<file path="config.mk">
export PLATFORM = sky130hd
export DESIGN_NAME = xoshiro256plus_generator_top
export DESIGN_NICKNAME = d
export VERILOG_FILES = /design/src/design/xsr_pkg.sv /design/src/design/xsr_out_fifo.sv /design/src/design/xsr_ctrl.sv /design/src/design/xsr_datapath.sv /design/src/design/xoshiro256plus_generator_top.sv
export SDC_FILE = /design/constraint.sdc
export NUM_CORES = 2
export LEC_CHECK = 0
export ABC_AREA = 1
export BUFFER_PORTS_ARGS = -buffer_cell sky130_fd_sc_hd__buf_2
export CAP_MARGIN = 5
export CORE_MARGIN = 5
export CORE_UTILIZATION = 25
export DETAILED_ROUTE_END_ITERATION = 8
export PLACE_DENSITY = 0.49
export RECOVER_POWER = 25
export SLEW_MARGIN = 5
export SYNTH_ARGS = -nofsm -noshare
export SYNTH_HDL_FRONTEND = slang
export SYNTH_SLANG_ARGS = --single-unit
</file>
<file path="constraint.sdc">
create_clock -name clk_i -period 10.7 [get_ports clk_i]
set_clock_uncertainty 0.05 [all_clocks]
set_input_delay 0.535 -clock clk_i [delete_from_list [all_inputs] [get_ports clk_i]]
set_output_delay 0.535 -clock clk_i [all_outputs]
set_load 0.03 [all_outputs]
</file>
<file path="src/design/xsr_pkg.sv">
// Package: shared types, constants and reset values of the xoshiro256+ generator.
`default_nettype none
package xsr_pkg;

  localparam int unsigned WordW = 64;
  localparam int unsigned HalfW = 32;
  localparam int unsigned NumWords = 4;
  localparam int unsigned IdxW = $clog2(NumWords);

  localparam logic [WordW-1:0] SeedReset = 64'd12345;
  localparam logic [WordW-1:0] MixGolden = 64'h9e3779b97f4a7c15;
  localparam logic [WordW-1:0] MixMul1 = 64'hbf58476d1ce4e5b9;
  localparam logic [WordW-1:0] MixMul2 = 64'h94d049bb133111eb;
  localparam int unsigned MixShift1 = 30;
  localparam int unsigned MixShift2 = 27;
  localparam int unsigned MixShift3 = 31;
  localparam int unsigned XorShl = 17;
  localparam int unsigned RotAmt = 45;
  localparam int unsigned Frac53Shift = 11;
  localparam int unsigned MidShift = 16;
  localparam int unsigned TopShift = 40;
  localparam logic [WordW-1:0] Field24Mask = 64'hffffff;

  // Output format codes
  localparam logic [1:0] FmtRaw = 2'd0;
  localparam logic [1:0] FmtFrac53 = 2'd1;
  localparam logic [1:0] FmtMid24 = 2'd2;
  localparam logic [1:0] FmtTop24 = 2'd3;

  // Opcodes
  localparam logic OpDraw = 1'b0;
  localparam logic OpReseed = 1'b1;

  // Multiplier constant select
  localparam logic PhaseMul1 = 1'b0;
  localparam logic PhaseMul2 = 1'b1;

  // Result entry: done flag above the value
  localparam int unsigned ResW = WordW + 1;

  typedef enum logic [2:0] {
    ST_IDLE,
    ST_ADD,
    ST_MLL,
    ST_MHL,
    ST_MLH,
    ST_XS,
    ST_FIN
  } xsr_state_e;

  typedef enum logic [2:0] {
    CMD_NONE,
    CMD_DRAW,
    CMD_ADD,
    CMD_MLL,
    CMD_MHL,
    CMD_MLH,
    CMD_XS,
    CMD_FIN
  } xsr_cmd_e;

  typedef struct packed {
    xsr_cmd_e        op;
    logic            phase;
    logic [IdxW-1:0] word_idx;
  } xsr_cmd_t;

  // Splitmix64 mix, used only to work out the reset state at elaboration
  function automatic logic [WordW-1:0] splitmix_mix(input logic [WordW-1:0] v);
    logic [WordW-1:0] z;
    z = v + MixGolden;
    z = (z ^ (z >> MixShift1)) * MixMul1;
    z = (z ^ (z >> MixShift2)) * MixMul2;
    return z ^ (z >> MixShift3);
  endfunction

  localparam logic [WordW-1:0] ResetW0 = splitmix_mix(SeedReset);
  localparam logic [WordW-1:0] ResetW1 = splitmix_mix(ResetW0);
  localparam logic [WordW-1:0] ResetW2 = splitmix_mix(ResetW1);
  localparam logic [WordW-1:0] ResetW3 = splitmix_mix(ResetW2);

endpackage
`default_nettype wire

</file>
<file path="src/design/xsr_out_fifo.sv">
// Two-entry result queue between the datapath and the master stream side.
`default_nettype none
module xsr_out_fifo (
  input  logic                   clk_i,
  input  logic                   rst_ni,
  input  logic                   push_i,
  input  logic [xsr_pkg::ResW-1:0] push_data_i,
  output logic                   room_o,
  output logic                   out_valid_o,
  input  logic                   out_ready_i,
  output logic [xsr_pkg::ResW-1:0] out_data_o
);
  import xsr_pkg::*;

  logic [1:0][ResW-1:0] mem_q;
  logic       wr_ptr_q, wr_ptr_d;
  logic       rd_ptr_q, rd_ptr_d;
  logic [1:0] count_q, count_d;
  logic       pop;

  assign pop         = out_valid_o && out_ready_i;
  assign out_valid_o = (count_q != 2'd0);
  assign room_o      = (count_q != 2'd2);
  assign out_data_o  = mem_q[rd_ptr_q];

  // Advance pointers and occupancy
  always_comb begin
    wr_ptr_d = wr_ptr_q ^ push_i;
    rd_ptr_d = rd_ptr_q ^ pop;
    count_d  = count_q + {1'b0, push_i} - {1'b0, pop};
  end

  always_ff @(posedge clk_i or negedge rst_ni) begin
    if (!rst_ni) begin
      wr_ptr_q <= 1'b0;
      rd_ptr_q <= 1'b0;
      count_q  <= 2'd0;
    end else begin
      wr_ptr_q <= wr_ptr_d;
      rd_ptr_q <= rd_ptr_d;
      count_q  <= count_d;
    end
  end

  // Store pushed results
  always_ff @(posedge clk_i) begin
    if (push_i) begin
      mem_q[wr_ptr_q] <= push_data_i;
    end
  end

endmodule
`default_nettype wire

</file>
<file path="src/design/xsr_ctrl.sv">
// Controller: accepts transactions and sequences the splitmix64 reseed.
`default_nettype none
module xsr_ctrl (
  input  logic              clk_i,
  input  logic              rst_ni,
  input  logic              in_valid_i,
  input  logic              in_opcode_i,
  input  logic              room_i,
  output logic              in_ready_o,
  output logic              push_o,
  output xsr_pkg::xsr_cmd_t cmd_o
);
  import xsr_pkg::*;

  xsr_state_e      state_q, state_d;
  logic            phase_q, phase_d;
  logic [IdxW-1:0] word_q, word_d;
  logic            accept;
  logic            last_word;

  assign in_ready_o = (state_q == ST_IDLE) && room_i;
  assign accept     = in_valid_i && in_ready_o;
  assign last_word  = (word_q == IdxW'(NumWords - 1));

  // Next state
  always_comb begin
    state_d = state_q;
    unique case (state_q)
      ST_IDLE: begin
        if (accept && (in_opcode_i == OpReseed)) state_d = ST_ADD;
      end
      ST_ADD:  state_d = ST_MLL;
      ST_MLL:  state_d = ST_MHL;
      ST_MHL:  state_d = ST_MLH;
      ST_MLH:  state_d = (phase_q == PhaseMul1) ? ST_XS : ST_FIN;
      ST_XS:   state_d = ST_MLL;
      ST_FIN:  state_d = last_word ? ST_IDLE : ST_ADD;
      default: state_d = ST_IDLE;
    endcase
  end

  // Word index and multiplier constant select
  always_comb begin
    phase_d = phase_q;
    word_d  = word_q;
    unique case (state_q)
      ST_IDLE: if (accept) word_d = '0;
      ST_ADD:  phase_d = PhaseMul1;
      ST_XS:   phase_d = PhaseMul2;
      ST_FIN:  word_d = word_q + IdxW'(1);
      default: ;
    endcase
  end

  // Commands to the datapath
  always_comb begin
    cmd_o.phase    = phase_q;
    cmd_o.word_idx = word_q;
    cmd_o.op       = CMD_NONE;
    push_o         = 1'b0;
    unique case (state_q)
      ST_IDLE: begin
        if (accept && (in_opcode_i == OpDraw)) begin
          cmd_o.op = CMD_DRAW;
          push_o   = 1'b1;
        end
      end
      ST_ADD:  cmd_o.op = CMD_ADD;
      ST_MLL:  cmd_o.op = CMD_MLL;
      ST_MHL:  cmd_o.op = CMD_MHL;
      ST_MLH:  cmd_o.op = CMD_MLH;
      ST_XS:   cmd_o.op = CMD_XS;
      ST_FIN: begin
        cmd_o.op = CMD_FIN;
        push_o   = last_word;
      end
      default: ;
    endcase
  end

  always_ff @(posedge clk_i or negedge rst_ni) begin
    if (!rst_ni) begin
      state_q <= ST_IDLE;
      phase_q <= PhaseMul1;
      word_q  <= '0;
    end else begin
      state_q <= state_d;
      phase_q <= phase_d;
      word_q  <= word_d;
    end
  end

  a_reseed_start: assert property (@(posedge clk_i) disable iff (!rst_ni)
    (accept && (in_opcode_i == OpReseed)) |=> (state_q == ST_ADD) && (word_q == '0))
    else $error("reseed did not start at word zero");

  a_ack_push: assert property (@(posedge clk_i) disable iff (!rst_ni)
    ((state_q == ST_FIN) && last_word) |-> push_o)
    else $error("reseed finished without acknowledgement");

  a_no_overflow: assert property (@(posedge clk_i) disable iff (!rst_ni)
    push_o |-> (room_i || (state_q == ST_FIN)))
    else $error("draw pushed into a full queue");

  a_second_mul: assert property (@(posedge clk_i) disable iff (!rst_ni)
    (state_q == ST_XS) |=> (state_q == ST_MLL) && (phase_q == PhaseMul2))
    else $error("second multiply not selected after xorshift");

endmodule
`default_nettype wire

</file>
<file path="src/design/xsr_datapath.sv">
// Datapath: generator words, seed register, shared 32x32 multiplier, result formatting.
`default_nettype none
module xsr_datapath (
  input  logic                      clk_i,
  input  logic                      rst_ni,
  input  logic                      cfg_we_i,
  input  logic [xsr_pkg::WordW-1:0] cfg_wdata_i,
  input  logic [1:0]                fmt_i,
  input  xsr_pkg::xsr_cmd_t         cmd_i,
  output logic [xsr_pkg::ResW-1:0]  push_data_o
);
  import xsr_pkg::*;

  logic [NumWords-1:0][WordW-1:0] words_q, words_d;
  logic [WordW-1:0] seed_q;
  logic [WordW-1:0] prev_q, prev_d;
  logic [WordW-1:0] z_q, z_d;
  logic [WordW-1:0] acc_q, acc_d;

  logic [WordW-1:0] add_t, mix_const, mix_out;
  logic [HalfW-1:0] mul_a, mul_b;
  logic [WordW-1:0] prod;
  logic [WordW-1:0] tsh, n0, n1, n2, n3, r3, sum, fmt_val;

  // Shared multiplier: one 32x32 partial product per cycle
  always_comb begin
    mix_const = (cmd_i.phase == PhaseMul2) ? MixMul2 : MixMul1;
    mul_a = (cmd_i.op == CMD_MHL) ? z_q[WordW-1:HalfW] : z_q[HalfW-1:0];
    mul_b = (cmd_i.op == CMD_MLH) ? mix_const[WordW-1:HalfW] : mix_const[HalfW-1:0];
    prod  = WordW'(mul_a) * WordW'(mul_b);
  end

  assign add_t   = ((cmd_i.word_idx == '0) ? seed_q : prev_q) + MixGolden;
  assign mix_out = acc_q ^ (acc_q >> MixShift3);

  // One xoshiro256+ step and the sum of the new words 0 and 3
  always_comb begin
    tsh = words_q[1] << XorShl;
    n2  = words_q[2] ^ words_q[0];
    n3  = words_q[3] ^ words_q[1];
    n1  = words_q[1] ^ n2;
    n0  = words_q[0] ^ n3;
    r3  = (n3 << RotAmt) | (n3 >> (WordW - RotAmt));
    sum = n0 + r3;
    unique case (fmt_i)
      FmtRaw:    fmt_val = sum;
      FmtFrac53: fmt_val = sum >> Frac53Shift;
      FmtMid24:  fmt_val = (sum >> MidShift) & Field24Mask;
      FmtTop24:  fmt_val = sum >> TopShift;
      default:   fmt_val = sum;
    endcase
  end

  // Sequence commands
  always_comb begin
    words_d = words_q;
    prev_d  = prev_q;
    z_d     = z_q;
    acc_d   = acc_q;
    push_data_o = {1'b0, fmt_val};
    unique case (cmd_i.op)
      CMD_NONE: ;
      CMD_DRAW: begin
        words_d[0] = n0;
        words_d[1] = n1;
        words_d[2] = n2 ^ tsh;
        words_d[3] = r3;
      end
      CMD_ADD: z_d = add_t ^ (add_t >> MixShift1);
      CMD_MLL: acc_d = prod;
      CMD_MHL, CMD_MLH: acc_d = acc_q + {prod[HalfW-1:0], {HalfW{1'b0}}};
      CMD_XS:  z_d = acc_q ^ (acc_q >> MixShift2);
      CMD_FIN: begin
        words_d[cmd_i.word_idx] = mix_out;
        prev_d = mix_out;
        push_data_o = {1'b1, {WordW{1'b0}}};
      end
      default: ;
    endcase
  end

  always_ff @(posedge clk_i or negedge rst_ni) begin
    if (!rst_ni) begin
      words_q[0] <= ResetW0;
      words_q[1] <= ResetW1;
      words_q[2] <= ResetW2;
      words_q[3] <= ResetW3;
      seed_q     <= SeedReset;
    end else begin
      words_q <= words_d;
      if (cfg_we_i) seed_q <= cfg_wdata_i;
    end
  end

  // Hold mixing scratch values
  always_ff @(posedge clk_i) begin
    prev_q <= prev_d;
    z_q    <= z_d;
    acc_q  <= acc_d;
  end

endmodule
`default_nettype wire

</file>
<file path="src/design/xoshiro256plus_generator_top.sv">
// Top level: xoshiro256+ generator with splitmix64 reseeding on stream ports.
//
// channel  | direction | handshake                 | payload
// s_axis   | in        | s_axis_tvalid/tready      | tdata[1:0] output_format, tuser[0] opcode
// m_axis   | out       | m_axis_tvalid/tready      | tdata[63:0] random_value, tuser[0] reseed_done
// cfg      | in        | cfg_we_i (no wait)        | cfg_wdata_i[63:0] seed_value
//
// A draw's result is pushed into the output queue on accept and is there the cycle after.
// A reseed is the accept cycle and four splitmix64 mixes, each through states ADD,
// MLL, MHL, MLH, XS, MLL, MHL, MLH, FIN on the shared 32x32 multiplier (three
// partial products per 64-bit multiply). Reset loads the expansion of seed 12345 at once.
// Results wait in a two-entry queue; input is held off while it is full.
`default_nettype none
module xoshiro256plus_generator_top (
  input  logic        clk_i,
  input  logic        rst_ni,
  input  logic        cfg_we_i,
  input  logic [63:0] cfg_wdata_i,
  input  logic        s_axis_tvalid,
  output logic        s_axis_tready,
  input  logic [7:0]  s_axis_tdata,   // [1:0] output_format, [7:2] zero
  input  logic [0:0]  s_axis_tuser,   // [0] opcode
  output logic        m_axis_tvalid,
  input  logic        m_axis_tready,
  output logic [63:0] m_axis_tdata,   // [63:0] random_value
  output logic [0:0]  m_axis_tuser    // [0] reseed_done
);
  import xsr_pkg::*;

  xsr_cmd_t        cmd;
  logic            push;
  logic            room;
  logic [ResW-1:0] push_data;
  logic [ResW-1:0] out_data;

  xsr_ctrl u_ctrl (
    .clk_i       (clk_i),
    .rst_ni      (rst_ni),
    .in_valid_i  (s_axis_tvalid),
    .in_opcode_i (s_axis_tuser[0]),
    .room_i      (room),
    .in_ready_o  (s_axis_tready),
    .push_o      (push),
    .cmd_o       (cmd)
  );

  xsr_datapath u_datapath (
    .clk_i       (clk_i),
    .rst_ni      (rst_ni),
    .cfg_we_i    (cfg_we_i),
    .cfg_wdata_i (cfg_wdata_i),
    .fmt_i       (s_axis_tdata[1:0]),
    .cmd_i       (cmd),
    .push_data_o (push_data)
  );

  xsr_out_fifo u_out_fifo (
    .clk_i       (clk_i),
    .rst_ni      (rst_ni),
    .push_i      (push),
    .push_data_i (push_data),
    .room_o      (room),
    .out_valid_o (m_axis_tvalid),
    .out_ready_i (m_axis_tready),
    .out_data_o  (out_data)
  );

  assign m_axis_tdata = out_data[WordW-1:0];
  assign m_axis_tuser = out_data[ResW-1 -: 1];

endmodule
`default_nettype wire
</file>
# Word level (Yosys, flattened, before mapping)
# Index checks and enable logic that the tools add are counted.
# op_classes
addsub,6
n_mul,1
order_cmp,5
n_eq_ne,20
mux,28
n_bitwise,12
n_reduce_logical,19
# op_table
op,n
one-hot mux 256 bit (2 select lines),1
XOR 64 bit,5
two-way mux 65 bit,4
bitwise mux 256 bit,1
one-hot mux 64 bit (2 select lines),2
one-hot mux 64 bit (4 select lines),1
bitwise mux 130 bit,1
adder 64 bit,2
demux 64 bit (select 2 bit),1
two-way mux 64 bit,2
demux 65 bit (select 1 bit),1
"adder 64 bit, second input constant",1
multiplier 32 x 32 -> 64 bit,1
two-way mux 32 bit,2
bitwise OR 64 x 45 -> 64 bit,1
XOR 64 x 33 -> 64 bit,1
XOR 64 x 34 -> 64 bit,1
XOR 64 x 37 -> 64 bit,1
two-way mux 62 bit,1
"== test 3 bit, second input constant",7
one-hot mux 3 bit (7 select lines),1
one-hot mux 3 bit (6 select lines),1
"== test 3 x 2 -> 1 bit, second input constant",4
nonzero test 2 bit,6
other kinds (24),42
# word_totals
register_bits,652
input_bits,78
output_inout_bits,67
wordCells,107

# Logic depth before layout (Yosys ltp)
# depth
depth_word,11
mapped_depth,46
depth_no_buf,44

# Hierarchy
# Synthesis repeated with hierarchy kept, for this count alone.
# unflattened
cells_unflattened,9261
hier_area_um2,73346.6
# modules_own_cells
module,instances,cells_each,area_each_um2,seq_area_each_um2
xsr_datapath,1,8842,68030.2,13928.4
xsr_out_fifo,1,368,4949.7,4003.8
xsr_ctrl,1,51,366.6,150.1

# Worst setup path before layout
# OpenSTA, ideal clock, no wires.
# synth_timing
kind,register -> register
startpoint,register u_ctrl.state_q[0]
endpoint,"register u_datapath.acc_q[62], data pin"
setup_time_ps,253
arrival_time_ps,8825
t_required_ps,10397
slack_ps,1572
path_stages_with_launch,38
path_buffers,2
synth_period_minus_slack_ps,9128
path_cell_list,dfrtp_1 -> nor3_1 -> clkbuf_1 -> ha_1 -> clkinv_1 -> clkbuf_1 -> nor2_1 -> inv_1 -> fa_1 -> inv_1 -> fa_1 -> inv_1 -> fa_1 -> fa_1 -> inv_1 -> fa_1 -> inv_1 -> fa_1 -> (+2 left out) -> fa_1 -> ha_1 -> nand2_1 -> nor2_1 -> inv_1 -> nor4_1 -> nand2_1 -> nand3_1 -> xor2_1 -> ha_1 -> a21oi_1 -> a21boi_0 -> o221ai_1 -> a21oi_1 -> nand2_1 -> xor2_1 -> nand2_1 -> nand2_1
# synth_via
elab_chain_len,11
elab_cells_between_ends,21
classes_between,1 x add/sub; 1 x mul; 9 x eq/ne; 5 x mux; 5 x reduce/logical
# synth_rtl
element,line_no,text
start: declaration,xsr_ctrl.sv:15,"xsr_state_e state_q, state_d;"
start signal: assignment,xsr_ctrl.sv:87,state_q <= state_d;
zero test 3 bit,"xsr_ctrl.sv:21, xsr_ctrl.sv:61",
logical AND 1 bit,xsr_ctrl.sv:21,assign in_ready_o = (state_q == ST_IDLE) && room_i;
logical AND 1 bit,xsr_ctrl.sv:22,assign accept = in_valid_i && in_ready_o;
logical AND 1 bit,xsr_ctrl.sv:63,if (accept && (in_opcode_i == OpDraw)) begin
two-way mux 1 bit,xsr_ctrl.sv:63,
one-hot mux 3 bit (7 select lines) *,xsr_ctrl.sv:61,unique case (state_q)
== test 3 bit (on tied branches),"xsr_datapath.sv:28, xsr_datapath.sv:61, xsr_datapath.sv:29",
two-way mux 32 bit (on tied branches),"xsr_datapath.sv:28, xsr_datapath.sv:29",
multiplier 32 x 32 -> 64 bit,xsr_datapath.sv:30,prod = WordW'(mul_a) * WordW'(mul_b);
adder 64 bit,xsr_datapath.sv:71,"CMD_MHL, CMD_MLH: acc_d = acc_q + {prod[HalfW-1:0], {HalfW{1'b0}}};"
one-hot mux 64 bit (2 select lines) *,xsr_datapath.sv:61,unique case (cmd_i.op)
named net u_datapath.acc_d[62],xsr_datapath.sv:18,"logic [WordW-1:0] acc_q, acc_d;"
end signal: assignment,xsr_datapath.sv:99,acc_q <= acc_d;
end: declaration,xsr_datapath.sv:18,
# The timed path passes the listed nets; every way through them passes the cells marked *.
# A chain may end at the register's enable or synchronous reset.

# Worst setup path after layout
# layout_timing
startpoint,register u_ctrl.state_q[1]
endpoint,"register u_datapath.acc_q[63], data pin"
# Same word-level chain as after synthesis.

==> impl_results.md <==
* Status: finished with violations
* Failing checks: capacitance limit, slew limit
* Ratio of final minimum period to clock period at 94.9%
* Tot GR Track Use at 19.5%
* Final period demand of the worst path at 10.15 ns
* Ratio of routed vias to standard cells at 4.69
* Multiplexer fraction of the synthesized cell area at 0.551%
* CP Capture Type: register
* Synth Cell Area at 0.0736 mm2
* Fraction of layout cells with a size suffix above 1 at 7.81%
* Remaining global-route overflow at 0
* Clk root buf: sky130_fd_sc_hd__clkbuf_16
* Clock transition at the registers of the reported paths at 0.07 ns
* Starting utilization of the core area at 25.1%
* Max capacitance violation total at 9
* Filler cell count at 32.2k
* Clock Latency Late Sink at 0.70 ns
* Max-slew violation total from the final report at 499
* Total clock buffers created by CTS at 75
* Synth-to-Final Area Change at 12.5%
* CTS HTree Levels at 3
* Number of flops mapped to enable cells by yosys at 322
* Mean Syn Cell Area at 7.84 um2
* Clk sink count at 652
* Floorplan core area at 0.294 mm2
* Setup repair after global routing missed its margin: false
* Placement row count at 199
* Number of violations reported at the end of detailed-routing iteration 0 at 6082
* Hold violation total from the final report at 0
* Slowest cell on the critical path: sky130_fd_sc_hd__inv_1
* Cell seen most often among critical-path stages: sky130_fd_sc_hd__fa_1
* Global-route wire length before repair at 442000 um
* Chip width at 553 um
* Vias in the first global route at 63.8k
* Most common cell after layout, fill and taps aside: sky130_fd_sc_hd__nand2_1
* Simple-gate area share of the yosys netlist at 21.0%
* Post-detailed-routing wire length at 306000 um
* Sum of negative setup slack at 0 ns
* Max Clk Rate at 98.5 MHz
* Share of synthesized flip-flops with an asynchronous set or reset at 50.6%
* Final estimated routing congestion in global placement at 0.974
* Count of unique library cells instantiated by Yosys at 52
* Data required time at the worst endpoint at 11.09 ns
* XOR/XNOR Fraction of Synth Area at 4.58%
* Number of instances in the synthesized netlist at 9394
* Share of the synthesized area in the top cell type at 22.4%
* Critical path class: register to register
* Max clock buf depth at 3
* Largest family of logic cells by synthesized area: adder cells
* Setup violations, final at 0
* Synthesized net count at 10.7k
* CP delay by family, top: adder cells
* Number of placed I/O pins at 145
* DP HPWL at 251000 um
* Vias after detailed routing at 63.7k
* Warning count from the yosys run at 0
* Slowest stage delay, CP at 0.58 ns
* Leading area contributor after synthesis: sky130_fd_sc_hd__fa_1
* Post-synthesis register bit count at 652
* Most used cells in the layout excluding fill and tap cells: sky130_fd_sc_hd__nand2_1 (2070), sky130_fd_sc_hd__inv_1 (1797), sky130_fd_sc_hd__nor2_1 (1068), sky130_fd_sc_hd__fa_1 (824), sky130_fd_sc_hd__nand3_1 (453)
* Antenna viol nets, final at 0
* Complex-gate fraction of the synthesized area at 8.35%
* Number of antenna violations at the first check in global routing at 9
* Prevailing post-synth register cell: sky130_fd_sc_hd__edfxtp_1
* Transition at the pin with the smallest max-transition slack at 4.28 ns
* Area of the die at 0.305 mm2
* Number of buffers and inverters on the critical path at 8
* Min-Delay Path Class: input pin to register
* I/O Buffers at 138
* Number of nets in the final layout at 10.9k
* Synthesized-area fraction occupied by adder cells at 29.9%
* Largest cells by area after synthesis: sky130_fd_sc_hd__fa_1 (22%), sky130_fd_sc_hd__edfxtp_1 (13%), sky130_fd_sc_hd__nand2_1 (11%)
* Signal arrival time at the worst endpoint at 10.55 ns
* Remaining max-slew budget at the tightest pin at -186%
* Pin count of the biggest net entering global routing at 146
* TritonCTS clock tree: built
* Total DRC errors in the routed layout at 0
* CP max FO at 34
* Wire length per cell at 22.5 um
* Category of the worst setup path launch point: register
* Y dimension of the die at 553 um
* Share of the yosys chip area belonging to registers at 24.6%
* Detailed-routing iteration count for the pre-antenna-repair pass at 8
[metal layers]
| metal | routed length [um] | GRT usage (%) | vias to the layer above |
|---|---|---|---|
| met4 | 8310 | 4.91 | 4 |
| met3 | 22400 | 3.50 | 304 |
| li1 | - | - | 29700 |
| met2 | 140000 | 31.7 | 2120 |
| met5 | 23 | 0 | - |
| met1 | 135000 | 26.8 | 31700 |
[what timing repair did]
action / 4_1_cts / 5_1_grt
hold endpoints to repair: 72 / 0
hold buffers: 39 / 0
buffers inserted: 0 / 0
gates resized for setup: 0 / 0
[area by class of cell]
cell class                      count  area, um2  area share (%)
Multi-Input combinational cell   6614      47600            57.4
Sequential cell                   652      18100            21.8
Inverter                         1839       6910            8.34
Tap cell                         3919       4900            5.92
Timing Repair Buffer              418       2840            3.43
Clock buffer                      104       2140            2.58
Clock inverter                     35        368           0.444
Antenna cell                        4       10.0          0.0121
[registers in the layout, indices dropped and copies added, names as in the netlist, 3 cells and up]
signal / count
u_ctrl.state_q: 3
u_datapath.acc_q: 64
u_datapath.prev_q: 64
u_datapath.seed_q: 64
u_datapath.tsh: 47
u_datapath.words_q: 209
u_datapath.z_q: 64
u_out_fifo.mem_q: 130
[cells by family (layout without fill, tap and decap cells)]
group / after synthesis / count (layout)
simple gates: 3826 / 3826
buf+inv: 2128 / 2396
fa+ha+maj: 1267 / 1267
compound gates: 1100 / 1100
flops: 652 / 652
xor+xnor: 385 / 385
mux: 36 / 36
other cells: 0 / 4
[path summary, 6_finish.rpt]
| check | startpoint | end | slack [ns] | cells past startpoint |
|---|---|---|---|---|
| max | u_ctrl.state_q[1] | u_datapath.acc_q[63] | 0.55 | 36 |
| min | cfg_wdata_i[3] | u_datapath.seed_q[3] | 0.04 | 3 |
| max reg2reg | u_ctrl.state_q[1] | u_datapath.acc_q[63] | 0.55 | 36 |
| min reg2reg | u_datapath.words_q[151] | u_datapath.words_q[151] | 0.43 | 2 |
| max in group asynchronous | rst_ni | u_out_fifo.rd_ptr_q | 2.89 | 3 |
| min in group asynchronous | rst_ni | u_datapath.tsh[47] | 1.88 | 2 |
[metrics by stage]
stage	util [%]	area, um2	hold slack (ns)	setup WS [ns]	std cells
finish	28.2	82800	0.0372	0.548	13600
global route	28.2	82800	0.0352	0.0117	13600
CTS	28.3	82900	0.0000602	0.591	13600
detailed placement	27.3	80000	0.419	0.687	13400
global placement	27.3	80000	0.416	0.621	13400
floorplan	-	73600	0.189	1.57	9394
[worst min-delay path, cell delays in order]
cell	delay [ns]
sky130_fd_sc_hd__buf_2	0.07
sky130_fd_sc_hd__nand2_1	0.05
sky130_fd_sc_hd__o21ai_0	0.07
[synthesized netlist by cell type, drive strengths merged, types with 40 or more instances]
master	instances
a21oi	318
a31oi	78
buf	69
clkbuf	220
dfrtp	206
dfstp	124
edfxtp	322
fa	824
ha	443
inv	1833
nand2	2084
nand3	453
nand4	41
nor2	1082
nor3	46
o21ai	468
o221ai	43
o22ai	91
or2	40
xnor2	121
xor2	264
Power is left out: the tool's default activity adds up to more than one toggle a clock period on the data nets, which glitch-free logic cannot reach.
